File: config.mk
export PLATFORM = sky130hd
export DESIGN_NAME = strided_tensor_store
export DESIGN_NICKNAME = d
export VERILOG_FILES = /design/src/hw/rtl/stsr_pkg.sv /design/src/hw/rtl/strided_tensor_store.sv /design/src/hw/rtl/stsr_ram.sv /design/src/hw/rtl/stsr_shape.sv /design/src/hw/rtl/stsr_ctrl.sv /design/src/hw/rtl/stsr_outq.sv
export SDC_FILE = /design/constraint.sdc
export NUM_CORES = 2
export LEC_CHECK = 0
export BUFFER_PORTS_ARGS = -buffer_cell sky130_fd_sc_hd__clkbuf_2
export CORE_MARGIN = 1
export CORE_UTILIZATION = 55
export DETAILED_ROUTE_END_ITERATION = 7
export GPL_ROUTABILITY_DRIVEN = 0
export MAX_ROUTING_LAYER = met4
export PLACE_DENSITY = 0.71
export SYNTH_ARGS = -nofsm -noshare
export SYNTH_HDL_FRONTEND = slang
export SYNTH_SLANG_ARGS = --single-unit
File: constraint.sdc
create_clock -name clk -period 22.9 [get_ports clk]
set_input_delay 2.29 -clock clk [delete_from_list [all_inputs] [get_ports clk]]
set_output_delay 2.29 -clock clk [all_outputs]
set_load 0.02 [all_outputs]
File: src/hw/rtl/stsr_pkg.sv
`timescale 1ns / 1ps

package stsr_pkg;

  // Fixed field widths of the block's ports.
  localparam int WORD_W      = 32;
  localparam int SIZE_W      = 7;
  localparam int IDX_W       = 6;
  localparam int POS_W       = 6;
  localparam int STATUS_W    = 3;
  localparam int CMD_W       = 2;
  localparam int AXIS_W      = 2;
  localparam int DIM_COUNT_W = 3;
  localparam int CFG_INDEX_W = 3;
  localparam int CFG_DATA_W  = 7;
  localparam int NUM_DIMS    = 4;

  // Defaults for the top-level parameters.
  localparam int DEF_ELEMENT_CAPACITY = 64;
  localparam int DEF_MAX_DIMS         = 4;

  // Configuration register indexes.
  localparam logic [CFG_INDEX_W-1:0] REG_DIM_COUNT = 3'd0;
  localparam logic [CFG_INDEX_W-1:0] REG_SIZE_DIM0 = 3'd1;
  localparam logic [CFG_INDEX_W-1:0] REG_SIZE_DIM1 = 3'd2;
  localparam logic [CFG_INDEX_W-1:0] REG_SIZE_DIM2 = 3'd3;
  localparam logic [CFG_INDEX_W-1:0] REG_SIZE_DIM3 = 3'd4;

  // Reset shape: one dimension of 64 elements.
  localparam logic [DIM_COUNT_W-1:0] RST_DIM_COUNT = 3'd1;
  localparam logic [SIZE_W-1:0]      RST_SIZE_DIM0 = 7'd64;
  localparam logic [SIZE_W-1:0]      RST_SIZE_REST = 7'd1;

  typedef enum logic [CMD_W-1:0] {
    CMD_WRITE  = 2'd0,
    CMD_READ   = 2'd1,
    CMD_SLICE  = 2'd2,
    CMD_COLUMN = 2'd3
  } cmd_t;

  typedef enum logic [STATUS_W-1:0] {
    ST_OK        = 3'd0,
    ST_INDEX     = 3'd1,
    ST_AXIS      = 3'd2,
    ST_POSITION  = 3'd3,
    ST_COLUMN_2D = 3'd4,
    ST_SHAPE     = 3'd5
  } status_t;

  typedef logic [SIZE_W-1:0] size_t;

  // Current shape as seen by the command logic.
  typedef struct packed {
    logic                   ok;
    logic [DIM_COUNT_W-1:0] dim_count;
    size_t [NUM_DIMS-1:0]   size;
    size_t [NUM_DIMS-1:0]   stride;
    size_t                  total;
  } shape_t;

  // Result fields that travel alongside a memory access.
  typedef struct packed {
    logic             use_mem;
    status_t          status;
    logic             last;
    logic [POS_W-1:0] position;
  } meta_t;

  // One finished result transaction.
  typedef struct packed {
    logic [WORD_W-1:0] value;
    status_t           status;
    logic              last;
    logic [POS_W-1:0]  position;
  } result_t;

endpackage

File: src/hw/rtl/strided_tensor_store.sv
`timescale 1ns / 1ps

// Row-major tensor store of up to ELEMENT_CAPACITY 32-bit words with one to
// MAX_DIMS dimensions. Every input transaction gives at least one result
// transaction; status is nonzero on any error and last marks the final
// result. A write or read makes one access of the memory port; its result
// fields are registered beside the read data and then pass through the
// result queue. A slice or column is set up when accepted and then streams
// one element per cycle through the same port while the result queue has
// room; the next input is taken when the stream has issued its last read.
// After reset and after each write of a known configuration register, a
// stride sequencer walks the dimensions, one per cycle, and holds the input
// channel stalled. The store reads as zero after reset; per-word written
// flags stand in for a clearing pass. A two-entry result queue lets the
// block keep working while the output side stalls.
module strided_tensor_store #(
  parameter int ELEMENT_CAPACITY = stsr_pkg::DEF_ELEMENT_CAPACITY,
  parameter int MAX_DIMS         = stsr_pkg::DEF_MAX_DIMS
) (
  input  logic                             clk,
  input  logic                             rst,
  input  logic                             cfg_valid,
  output logic                             cfg_ready,
  input  logic [stsr_pkg::CFG_INDEX_W-1:0] cfg_index,
  input  logic [stsr_pkg::CFG_DATA_W-1:0]  cfg_data,
  input  logic                             in_valid,
  output logic                             in_stall,
  input  logic [stsr_pkg::CMD_W-1:0]       command,
  input  logic [stsr_pkg::IDX_W-1:0]       index_dim0,
  input  logic [stsr_pkg::IDX_W-1:0]       index_dim1,
  input  logic [stsr_pkg::IDX_W-1:0]       index_dim2,
  input  logic [stsr_pkg::IDX_W-1:0]       index_dim3,
  input  logic [stsr_pkg::WORD_W-1:0]      write_value,
  input  logic [stsr_pkg::AXIS_W-1:0]      slice_axis,
  input  logic [stsr_pkg::IDX_W-1:0]       slice_position,
  output logic                             out_valid,
  input  logic                             out_stall,
  output logic [stsr_pkg::WORD_W-1:0]      read_value,
  output logic [stsr_pkg::STATUS_W-1:0]    status,
  output logic                             last,
  output logic [stsr_pkg::POS_W-1:0]       position
);

  import stsr_pkg::*;

  localparam int ADDR_W = $clog2(ELEMENT_CAPACITY);

  shape_t             shape;
  logic               shape_busy;
  logic               can_issue;
  logic               mem_en;
  logic               mem_we;
  logic [ADDR_W-1:0]  mem_addr;
  logic [WORD_W-1:0]  mem_wdata;
  logic [WORD_W-1:0]  mem_rdata;
  meta_t              meta;
  logic               meta_valid;
  result_t            push_data;
  result_t            out_data;
  logic [1:0]         level;
  logic               pop;
  logic [2:0]         occ;

  // Registers are taken in any cycle.
  assign cfg_ready = 1'b1;

  stsr_shape #(
    .ELEMENT_CAPACITY (ELEMENT_CAPACITY),
    .MAX_DIMS         (MAX_DIMS)
  ) u_shape (
    .clk       (clk),
    .rst       (rst),
    .cfg_valid (cfg_valid && cfg_ready),
    .cfg_index (cfg_index),
    .cfg_data  (cfg_data),
    .shape     (shape),
    .busy      (shape_busy)
  );

  // Issue only when the queue has room for every result in flight.
  assign occ       = {1'b0, level} + {2'b00, meta_valid};
  assign can_issue = (occ < 3'd2) || (pop && (occ == 3'd2));

  stsr_ctrl #(
    .ELEMENT_CAPACITY (ELEMENT_CAPACITY)
  ) u_ctrl (
    .clk            (clk),
    .rst            (rst),
    .in_valid       (in_valid),
    .in_stall       (in_stall),
    .command        (command),
    .index_dim0     (index_dim0),
    .index_dim1     (index_dim1),
    .index_dim2     (index_dim2),
    .index_dim3     (index_dim3),
    .write_value    (write_value),
    .slice_axis     (slice_axis),
    .slice_position (slice_position),
    .shape          (shape),
    .shape_busy     (shape_busy),
    .can_issue      (can_issue),
    .mem_en         (mem_en),
    .mem_we         (mem_we),
    .mem_addr       (mem_addr),
    .mem_wdata      (mem_wdata),
    .meta           (meta),
    .meta_valid     (meta_valid)
  );

  stsr_ram #(
    .WIDTH (WORD_W),
    .DEPTH (ELEMENT_CAPACITY)
  ) u_store (
    .clk   (clk),
    .en    (mem_en),
    .we    (mem_we),
    .addr  (mem_addr),
    .wdata (mem_wdata),
    .rdata (mem_rdata)
  );

  // Join the read data with its result fields; unwritten words read as zero.
  always_comb begin
    push_data.value    = meta.use_mem ? mem_rdata : '0;
    push_data.status   = meta.status;
    push_data.last     = meta.last;
    push_data.position = meta.position;
  end

  stsr_outq u_outq (
    .clk       (clk),
    .rst       (rst),
    .push      (meta_valid),
    .push_data (push_data),
    .out_valid (out_valid),
    .out_stall (out_stall),
    .out_data  (out_data),
    .level     (level),
    .pop       (pop)
  );

  assign read_value = out_data.value;
  assign status     = out_data.status;
  assign last       = out_data.last;
  assign position   = out_data.position;

endmodule

File: src/hw/rtl/stsr_ram.sv
`timescale 1ns / 1ps

module stsr_ram #(
  parameter int WIDTH = 32,
  parameter int DEPTH = 64
) (
  input  logic                     clk,
  input  logic                     en,
  input  logic                     we,
  input  logic [$clog2(DEPTH)-1:0] addr,
  input  logic [WIDTH-1:0]         wdata,
  output logic [WIDTH-1:0]         rdata
);

  logic [WIDTH-1:0] mem [DEPTH];

  // Single port, registered read.
  always_ff @(posedge clk) begin
    if (en) begin
      if (we) begin
        mem[addr] <= wdata;
      end else begin
        rdata <= mem[addr];
      end
    end
  end

endmodule

File: src/hw/rtl/stsr_shape.sv
`timescale 1ns / 1ps

module stsr_shape #(
  parameter int ELEMENT_CAPACITY = 64,
  parameter int MAX_DIMS         = 4
) (
  input  logic                               clk,
  input  logic                               rst,
  input  logic                               cfg_valid,
  input  logic [stsr_pkg::CFG_INDEX_W-1:0]   cfg_index,
  input  logic [stsr_pkg::CFG_DATA_W-1:0]    cfg_data,
  output stsr_pkg::shape_t                   shape,
  output logic                               busy
);

  import stsr_pkg::*;

  // The accumulator saturates just above capacity.
  localparam int ACC_W  = $clog2(ELEMENT_CAPACITY + 2);
  localparam int PROD_W = ACC_W + SIZE_W;
  localparam logic [ACC_W-1:0]       ACC_SAT   = ACC_W'(ELEMENT_CAPACITY + 1);
  localparam logic [PROD_W-1:0]      PROD_CAP  = PROD_W'(ELEMENT_CAPACITY);
  localparam logic [ACC_W-1:0]       ACC_CAP   = ACC_W'(ELEMENT_CAPACITY);
  localparam logic [DIM_COUNT_W-1:0] MAX_DIMS_C = DIM_COUNT_W'(MAX_DIMS);
  localparam logic [1:0]             LAST_STEP = 2'(NUM_DIMS - 1);

  logic [DIM_COUNT_W-1:0] dim_count;
  size_t [NUM_DIMS-1:0]   size;
  size_t [NUM_DIMS-1:0]   stride;
  logic [1:0]             step;
  logic [ACC_W-1:0]       acc;
  logic                   zero_seen;
  logic                   known_reg;
  logic                   step_used;
  logic [PROD_W-1:0]      prod;

  assign known_reg = (cfg_index == REG_DIM_COUNT) || (cfg_index == REG_SIZE_DIM0) ||
                     (cfg_index == REG_SIZE_DIM1) || (cfg_index == REG_SIZE_DIM2) ||
                     (cfg_index == REG_SIZE_DIM3);

  // A dimension takes part when it is inside both the count and the build limit.
  assign step_used = ({1'b0, step} < dim_count) &&
                     ({1'b0, step} < MAX_DIMS_C);
  assign prod      = PROD_W'(acc) * PROD_W'(size[step]);

  // Configuration registers.
  always_ff @(posedge clk) begin
    if (rst) begin
      dim_count <= RST_DIM_COUNT;
      size[0]   <= RST_SIZE_DIM0;
      size[1]   <= RST_SIZE_REST;
      size[2]   <= RST_SIZE_REST;
      size[3]   <= RST_SIZE_REST;
    end else if (cfg_valid) begin
      case (cfg_index)
        REG_DIM_COUNT: dim_count <= cfg_data[DIM_COUNT_W-1:0];
        REG_SIZE_DIM0: size[0] <= cfg_data;
        REG_SIZE_DIM1: size[1] <= cfg_data;
        REG_SIZE_DIM2: size[2] <= cfg_data;
        REG_SIZE_DIM3: size[3] <= cfg_data;
        default: ;
      endcase
    end
  end

  // Stride derivation: walks from the innermost dimension outward, one per
  // cycle, building the suffix product and the element count.
  always_ff @(posedge clk) begin
    if (rst) begin
      busy      <= 1'b1;
      step      <= LAST_STEP;
      acc       <= ACC_W'(1);
      zero_seen <= 1'b0;
    end else if (cfg_valid && known_reg) begin
      busy      <= 1'b1;
      step      <= LAST_STEP;
      acc       <= ACC_W'(1);
      zero_seen <= 1'b0;
    end else if (busy) begin
      if (step_used) begin
        if (size[step] == '0) begin
          zero_seen <= 1'b1;
        end
        acc <= (prod > PROD_CAP) ? ACC_SAT : prod[ACC_W-1:0];
      end
      if (step == 2'd0) begin
        busy <= 1'b0;
      end else begin
        step <= step - 2'd1;
      end
    end
  end

  always_ff @(posedge clk) begin
    if (busy) begin
      stride[step] <= step_used ? SIZE_W'(acc) : '0;
    end
  end

  always_comb begin
    shape.ok        = (dim_count != '0) && (dim_count <= MAX_DIMS_C) &&
                      !zero_seen && (acc <= ACC_CAP);
    shape.dim_count = dim_count;
    shape.size      = size;
    shape.stride    = stride;
    shape.total     = SIZE_W'(acc);
  end

endmodule

File: src/hw/rtl/stsr_ctrl.sv
`timescale 1ns / 1ps

module stsr_ctrl #(
  parameter int ELEMENT_CAPACITY = 64
) (
  input  logic                                   clk,
  input  logic                                   rst,
  input  logic                                   in_valid,
  output logic                                   in_stall,
  input  logic [stsr_pkg::CMD_W-1:0]             command,
  input  logic [stsr_pkg::IDX_W-1:0]             index_dim0,
  input  logic [stsr_pkg::IDX_W-1:0]             index_dim1,
  input  logic [stsr_pkg::IDX_W-1:0]             index_dim2,
  input  logic [stsr_pkg::IDX_W-1:0]             index_dim3,
  input  logic [stsr_pkg::WORD_W-1:0]            write_value,
  input  logic [stsr_pkg::AXIS_W-1:0]            slice_axis,
  input  logic [stsr_pkg::IDX_W-1:0]             slice_position,
  input  stsr_pkg::shape_t                       shape,
  input  logic                                   shape_busy,
  input  logic                                   can_issue,
  output logic                                   mem_en,
  output logic                                   mem_we,
  output logic [$clog2(ELEMENT_CAPACITY)-1:0]    mem_addr,
  output logic [stsr_pkg::WORD_W-1:0]            mem_wdata,
  output stsr_pkg::meta_t                        meta,
  output logic                                   meta_valid
);

  import stsr_pkg::*;

  localparam int ADDR_W = $clog2(ELEMENT_CAPACITY);
  localparam int OFF_W  = IDX_W + SIZE_W + 2;
  localparam int PROD_W = 2 * SIZE_W;
  localparam logic [OFF_W-1:0] OFF_CAP = OFF_W'(ELEMENT_CAPACITY);

  typedef enum logic [1:0] {
    S_IDLE  = 2'b01,
    S_SLICE = 2'b10
  } state_t;

  state_t                    state;
  logic [ELEMENT_CAPACITY-1:0] written;

  // Slice walk registers.
  size_t                     base;
  size_t                     inner;
  size_t                     st;
  size_t                     block;
  logic [POS_W-1:0]          count;

  logic                      accept;
  logic [IDX_W-1:0]          idx [NUM_DIMS];
  logic                      idx_err;
  logic [OFF_W-1:0]          off_sum;
  logic [AXIS_W-1:0]         axis_sel;
  size_t                     ax_size;
  size_t                     ax_st;
  logic [PROD_W-1:0]         block_full;
  logic [PROD_W-1:0]         base_full;
  logic [SIZE_W:0]           inner_inc;
  logic [SIZE_W:0]           run_next;
  logic [SIZE_W:0]           walk_addr;
  logic                      run_end;
  logic                      slice_last;
  logic                      start_slice;
  logic                      iss;
  logic                      iss_en;
  logic                      iss_we;
  logic [ADDR_W-1:0]         iss_addr;
  meta_t                     iss_meta;

  assign in_stall = shape_busy || !can_issue || (state != S_IDLE);
  assign accept   = in_valid && !in_stall;

  assign idx[0] = index_dim0;
  assign idx[1] = index_dim1;
  assign idx[2] = index_dim2;
  assign idx[3] = index_dim3;

  // Index range check and flat offset; unused dimensions have stride zero.
  always_comb begin
    idx_err = 1'b0;
    off_sum = '0;
    for (int d = 0; d < NUM_DIMS; d++) begin
      if ((DIM_COUNT_W'(d) < shape.dim_count) && ({1'b0, idx[d]} >= shape.size[d])) begin
        idx_err = 1'b1;
      end
      off_sum = off_sum + OFF_W'(idx[d]) * OFF_W'(shape.stride[d]);
    end
  end

  // Axis geometry for a slice or column.
  assign axis_sel   = (cmd_t'(command) == CMD_COLUMN) ? AXIS_W'(1) : slice_axis;
  assign ax_size    = shape.size[axis_sel];
  assign ax_st      = shape.stride[axis_sel];
  assign block_full = PROD_W'(ax_st) * PROD_W'(ax_size);
  assign base_full  = PROD_W'(slice_position) * PROD_W'(ax_st);

  // Walk position: each run of stride elements sits one block after the last.
  assign inner_inc  = {1'b0, inner} + (SIZE_W + 1)'(1);
  assign run_next   = {1'b0, base} + {1'b0, block};
  assign walk_addr  = {1'b0, base} + {1'b0, inner};
  assign run_end    = (inner_inc == {1'b0, st});
  assign slice_last = run_end && (run_next >= {1'b0, shape.total});

  // Decode of the accepted command, or the next element of a slice.
  always_comb begin
    iss          = 1'b0;
    iss_en       = 1'b0;
    iss_we       = 1'b0;
    iss_addr     = off_sum[ADDR_W-1:0];
    start_slice  = 1'b0;
    iss_meta     = '{use_mem: 1'b0, status: ST_OK, last: 1'b1, position: '0};
    if (state == S_SLICE) begin
      if (can_issue) begin
        iss               = 1'b1;
        iss_en            = 1'b1;
        iss_addr          = walk_addr[ADDR_W-1:0];
        iss_meta.use_mem  = written[walk_addr[ADDR_W-1:0]];
        iss_meta.last     = slice_last;
        iss_meta.position = count;
      end
    end else if (accept) begin
      iss = 1'b1;
      if (!shape.ok) begin
        iss_meta.status = ST_SHAPE;
      end else begin
        case (cmd_t'(command))
          CMD_WRITE, CMD_READ: begin
            if (idx_err || (off_sum >= OFF_CAP)) begin
              iss_meta.status = ST_INDEX;
            end else if (cmd_t'(command) == CMD_WRITE) begin
              iss_en = 1'b1;
              iss_we = 1'b1;
            end else begin
              iss_en           = 1'b1;
              iss_meta.use_mem = written[off_sum[ADDR_W-1:0]];
            end
          end
          CMD_COLUMN: begin
            if (shape.dim_count < DIM_COUNT_W'(2)) begin
              iss_meta.status = ST_COLUMN_2D;
            end else if ({1'b0, slice_position} >= ax_size) begin
              iss_meta.status = ST_POSITION;
            end else begin
              iss         = 1'b0;
              start_slice = 1'b1;
            end
          end
          CMD_SLICE: begin
            if ({1'b0, slice_axis} >= shape.dim_count) begin
              iss_meta.status = ST_AXIS;
            end else if ({1'b0, slice_position} >= ax_size) begin
              iss_meta.status = ST_POSITION;
            end else begin
              iss         = 1'b0;
              start_slice = 1'b1;
            end
          end
          default: ;
        endcase
      end
    end
  end

  assign mem_en    = iss_en;
  assign mem_we    = iss_we;
  assign mem_addr  = iss_addr;
  assign mem_wdata = write_value;

  // Sequencer and written-entry flags.
  always_ff @(posedge clk) begin
    if (rst) begin
      state      <= S_IDLE;
      written    <= '0;
      meta_valid <= 1'b0;
    end else begin
      meta_valid <= iss;
      if (iss_en && iss_we) begin
        written[iss_addr] <= 1'b1;
      end
      case (state)
        S_IDLE: begin
          if (start_slice) begin
            state <= S_SLICE;
          end
        end
        S_SLICE: begin
          if (iss && slice_last) begin
            state <= S_IDLE;
          end
        end
        default: state <= S_IDLE;
      endcase
    end
  end

  // Result fields and slice walk counters.
  always_ff @(posedge clk) begin
    meta <= iss_meta;
    if (start_slice) begin
      st    <= ax_st;
      block <= block_full[SIZE_W-1:0];
      base  <= base_full[SIZE_W-1:0];
      inner <= '0;
      count <= '0;
    end else if ((state == S_SLICE) && iss) begin
      count <= count + POS_W'(1);
      if (run_end) begin
        inner <= '0;
        base  <= run_next[SIZE_W-1:0];
      end else begin
        inner <= inner_inc[SIZE_W-1:0];
      end
    end
  end

endmodule

File: src/hw/rtl/stsr_outq.sv
`timescale 1ns / 1ps

module stsr_outq (
  input  logic              clk,
  input  logic              rst,
  input  logic              push,
  input  stsr_pkg::result_t push_data,
  output logic              out_valid,
  input  logic              out_stall,
  output stsr_pkg::result_t out_data,
  output logic [1:0]        level,
  output logic              pop
);

  import stsr_pkg::*;

  result_t    ent [2];
  logic       wr_ptr;
  logic       rd_ptr;

  assign out_valid = (level != 2'd0);
  assign pop       = out_valid && !out_stall;
  assign out_data  = ent[rd_ptr];

  // Two-entry queue in front of the result channel.
  always_ff @(posedge clk) begin
    if (rst) begin
      wr_ptr <= 1'b0;
      rd_ptr <= 1'b0;
      level  <= 2'd0;
    end else begin
      if (push) begin
        wr_ptr <= !wr_ptr;
      end
      if (pop) begin
        rd_ptr <= !rd_ptr;
      end
      case ({push, pop})
        2'b10:   level <= level + 2'd1;
        2'b01:   level <= level - 2'd1;
        default: level <= level;
      endcase
    end
  end

  always_ff @(posedge clk) begin
    if (push) begin
      ent[wr_ptr] <= push_data;
    end
  end

endmodule
==> impl_metrics.env <==
export IMPL_fin_nets=7281
export IMPL_port_buffers=124
export IMPL_fillers=13310
export IMPL_ioPinCount=126
export IMPL_num_rows=157
export IMPL_place_hpwl_um=189300
export IMPL_cts_resized=0
export IMPL_tightest_slew_ns=1.444
export IMPL_start_util_pct=55.39
export IMPL_clk_insertion_delay_late_ns=0.91
export IMPL_fin_tns_setup_ns=0
export IMPL_path_clk_slew_ns=0.06
export IMPL_cp_required_ns=23.45
export IMPL_timing_final_crit_share_pct=52.88
export IMPL_drive_above_1_share_pct=14.28
export IMPL_pre_cts_slack_ns=10.05
export IMPL_grt_pass1_wl_um=461600
export IMPL_synthTopCellsByCount="2213 x edfxtp_1, 512 x a22oi_1, 392 x a21boi_0"
export IMPL_wirelength_um=326000
export IMPL_register_area_mm2=0.06922
export IMPL_r2r_slack_ns=11.83
export IMPL_finalCriticalPeriod_ns=12.11
export IMPL_grt_pass1_vias=64810
export IMPL_synth_most_common_cell="edfxtp_1"
export IMPL_yosys_warnings=0
export IMPL_setup_viol_count_final=0
export IMPL_first_pass_iters=6
export IMPL_worstPathArrival_ns=12.66
export IMPL_status="finished, violations left"
export IMPL_ant_nets=0
export IMPL_viasPerCell=7.071
export IMPL_synthToLayoutAreaGrowth_pct=11.55
export IMPL_syn_area_per_cell_um2=15.10
export IMPL_cts_root_buffer="clkbuf_16"
export IMPL_ys_seq_area_share_pct=68.25
export IMPL_path_class="in2reg"
export IMPL_min_path_type="reg2reg"
export IMPL_antenna_found_initial=11
export IMPL_start_kind="primary input"
export IMPL_clock_skew_final_ns=0.1239
export IMPL_cts_num_sinks=2351
export IMPL_multiInputGateArea_mm2=0.02985
export IMPL_hold_viol=0
export IMPL_postLayoutCoreUtil_pct=61.79
export IMPL_path_max_fanout=26
export IMPL_die_y_um=431.4
export IMPL_synth_edf_count=2213
export IMPL_syn_nets=7169
export IMPL_fp_dieW_um=431.4
export IMPL_clockBufferDepth=3
export IMPL_critPathSlowestCell="nor3_2"
export IMPL_wl_per_cell_um=34.34
export IMPL_critPathCaptureType="flop"
export IMPL_max_stage_delay_ns=0.67
export IMPL_syn_instance_count=6714
export IMPL_cts_buffers=224
export IMPL_dr_total_vias=67130
export IMPL_h_tree_depth=4
export IMPL_dr_first_iter_drc_count=10670
export IMPL_fin_area_mm2=0.1131
export IMPL_maxSlewViolCount=0
export IMPL_grt_max_degree=93
export IMPL_rsz0062_at_grt="no"
export IMPL_synth_top_area_cell="edfxtp_1"
export IMPL_ctsHoldBuffers=0
export IMPL_setup_slack_ns=10.79
export IMPL_drc=0
export IMPL_violations="max-capacitance violations"
export IMPL_ys_flop_type="edfxtp_1"
export IMPL_cts_setup_buffers=0
export IMPL_synthDistinctLibCells=86
export IMPL_relSlewSlack_pct=1.249
export IMPL_dieArea_mm2=0.1861
export IMPL_synth_area_leaders="edfxtp_1 66%, a22oi_1 3.8%, fa_1 3.4%, a21boi_0 2.9%, dfxtp_1 2.7%"
export IMPL_drv_cap=1
export IMPL_grt_total_usage_pct=35.65
export IMPL_fmax_ghz=0.08259
export IMPL_synthArstFlopShare_pct=0
export IMPL_placed_area_mm2=0.1057
export IMPL_ys_ff_latch=2351
export IMPL_grt_overflow=0
export IMPL_cts_tree="yes"
export IMPL_core_mm2=0.1831
export IMPL_cp_common_cell="fa_1"
export IMPL_synth_area_mm2=0.1014
export IMPL_synth_top_cell_area_share_pct=65.53
-- layout by cell type (no fill, tap or decap), types with 66 or more instances in the layout --
| cell | count |
|---|---|
| a2111oi_0 | 193 |
| a22oi_1 | 512 |
| fa_1 | 173 |
| a21oi_1 | 96 |
| and2_1 | 170 |
| ha_1 | 200 |
| a31oi_1 | 175 |
| nand2_1 | 213 |
| clkbuf_16 | 227 |
| o2111ai_1 | 140 |
| nand3_1 | 190 |
| clkbuf_2 | 119 |
| nor2_1 | 96 |
| edfxtp_1 | 2213 |
| a21boi_0 | 392 |
| o21ai_0 | 173 |
| a22o_1 | 68 |
| inv_1 | 276 |
| dfxtp_1 | 137 |
| buf_4 | 215 |
| a221oi_1 | 66 |
-- metal layers --
metal	track usage (%)	part of all wire [%]	vias up	routed length, um
li1	-	-	26990	-
met1	44.14	34	33300	111200
met2	52.05	45	5734	145800
met3	8.890	13	1101	43200
met4	23.99	7.9	0	25780
met5	-	0	-	0
-- area by class of cell --
| cell class | instances | share of cell area [%] |
|---|---|---|
| Clock buffer | 277 | 5.223 |
| Multi-Input combinational cell | 3618 | 26.39 |
| Antenna cell | 11 | 0.02433 |
| Clock inverter | 141 | 1.282 |
| Timing Repair Buffer | 355 | 2.258 |
| Inverter | 276 | 0.9158 |
| Tap cell | 2464 | 2.725 |
| Sequential cell | 2351 | 61.19 |
-- metrics by stage --
step                      std cells  hold slack, ns
after floorplan                6714          0.4037
after global placement         9064          0.4073
after detailed placement       9064          0.4142
after CTS                      9482          0.4269
after global routing           9490          0.4436
final                          9493          0.4244
-- sequential cells by signal, summed over array words and instances, names as in the netlist, 11 cells and up, named ones only --
signal / cells
u_store.rdata: 32
u_outq.ent: 84
u_ctrl.meta: 11
u_shape.shape: 56
u_store.mem: 2048
u_ctrl.written: 64
-- cell families after synthesis --
kind of cell    Yosys count  share of synthesized area, %
xor+xnor                 76                        0.6700
compound gates         2117                         15.69
flops                  2351                         68.25
mux                     129                         1.884
other cells               1                      0.003698
fa+ha+maj               374                         5.895
buf+inv                 745                         2.920
simple gates            921                         4.682
-- worst paths after layout --
check,from,cells past startpoint,endpoint
worst min-delay path,u_ctrl.meta[6],0,u_outq.ent[0][6]
worst max register to register,u_shape.shape[9],32,u_store.mem[12][6]
worst min register to register,u_ctrl.meta[6],0,u_outq.ent[0][6]
worst max-delay path,index_dim0[3],33,u_store.mem[12][6]
-- worst max-delay path: cells and delay by family --
family	cells	cell delay, ns
buffers and inverters	9	1.82
AO/OA/AOI/OAI	6	1.35
AND/OR/NAND/NOR	5	1.60
XOR/XNOR	2	0.34
adder cells (fa/ha/maj)	11	5.20
Power is not shown: default switching activity piles up to over one toggle a cycle in this logic, so the estimate is an artifact.
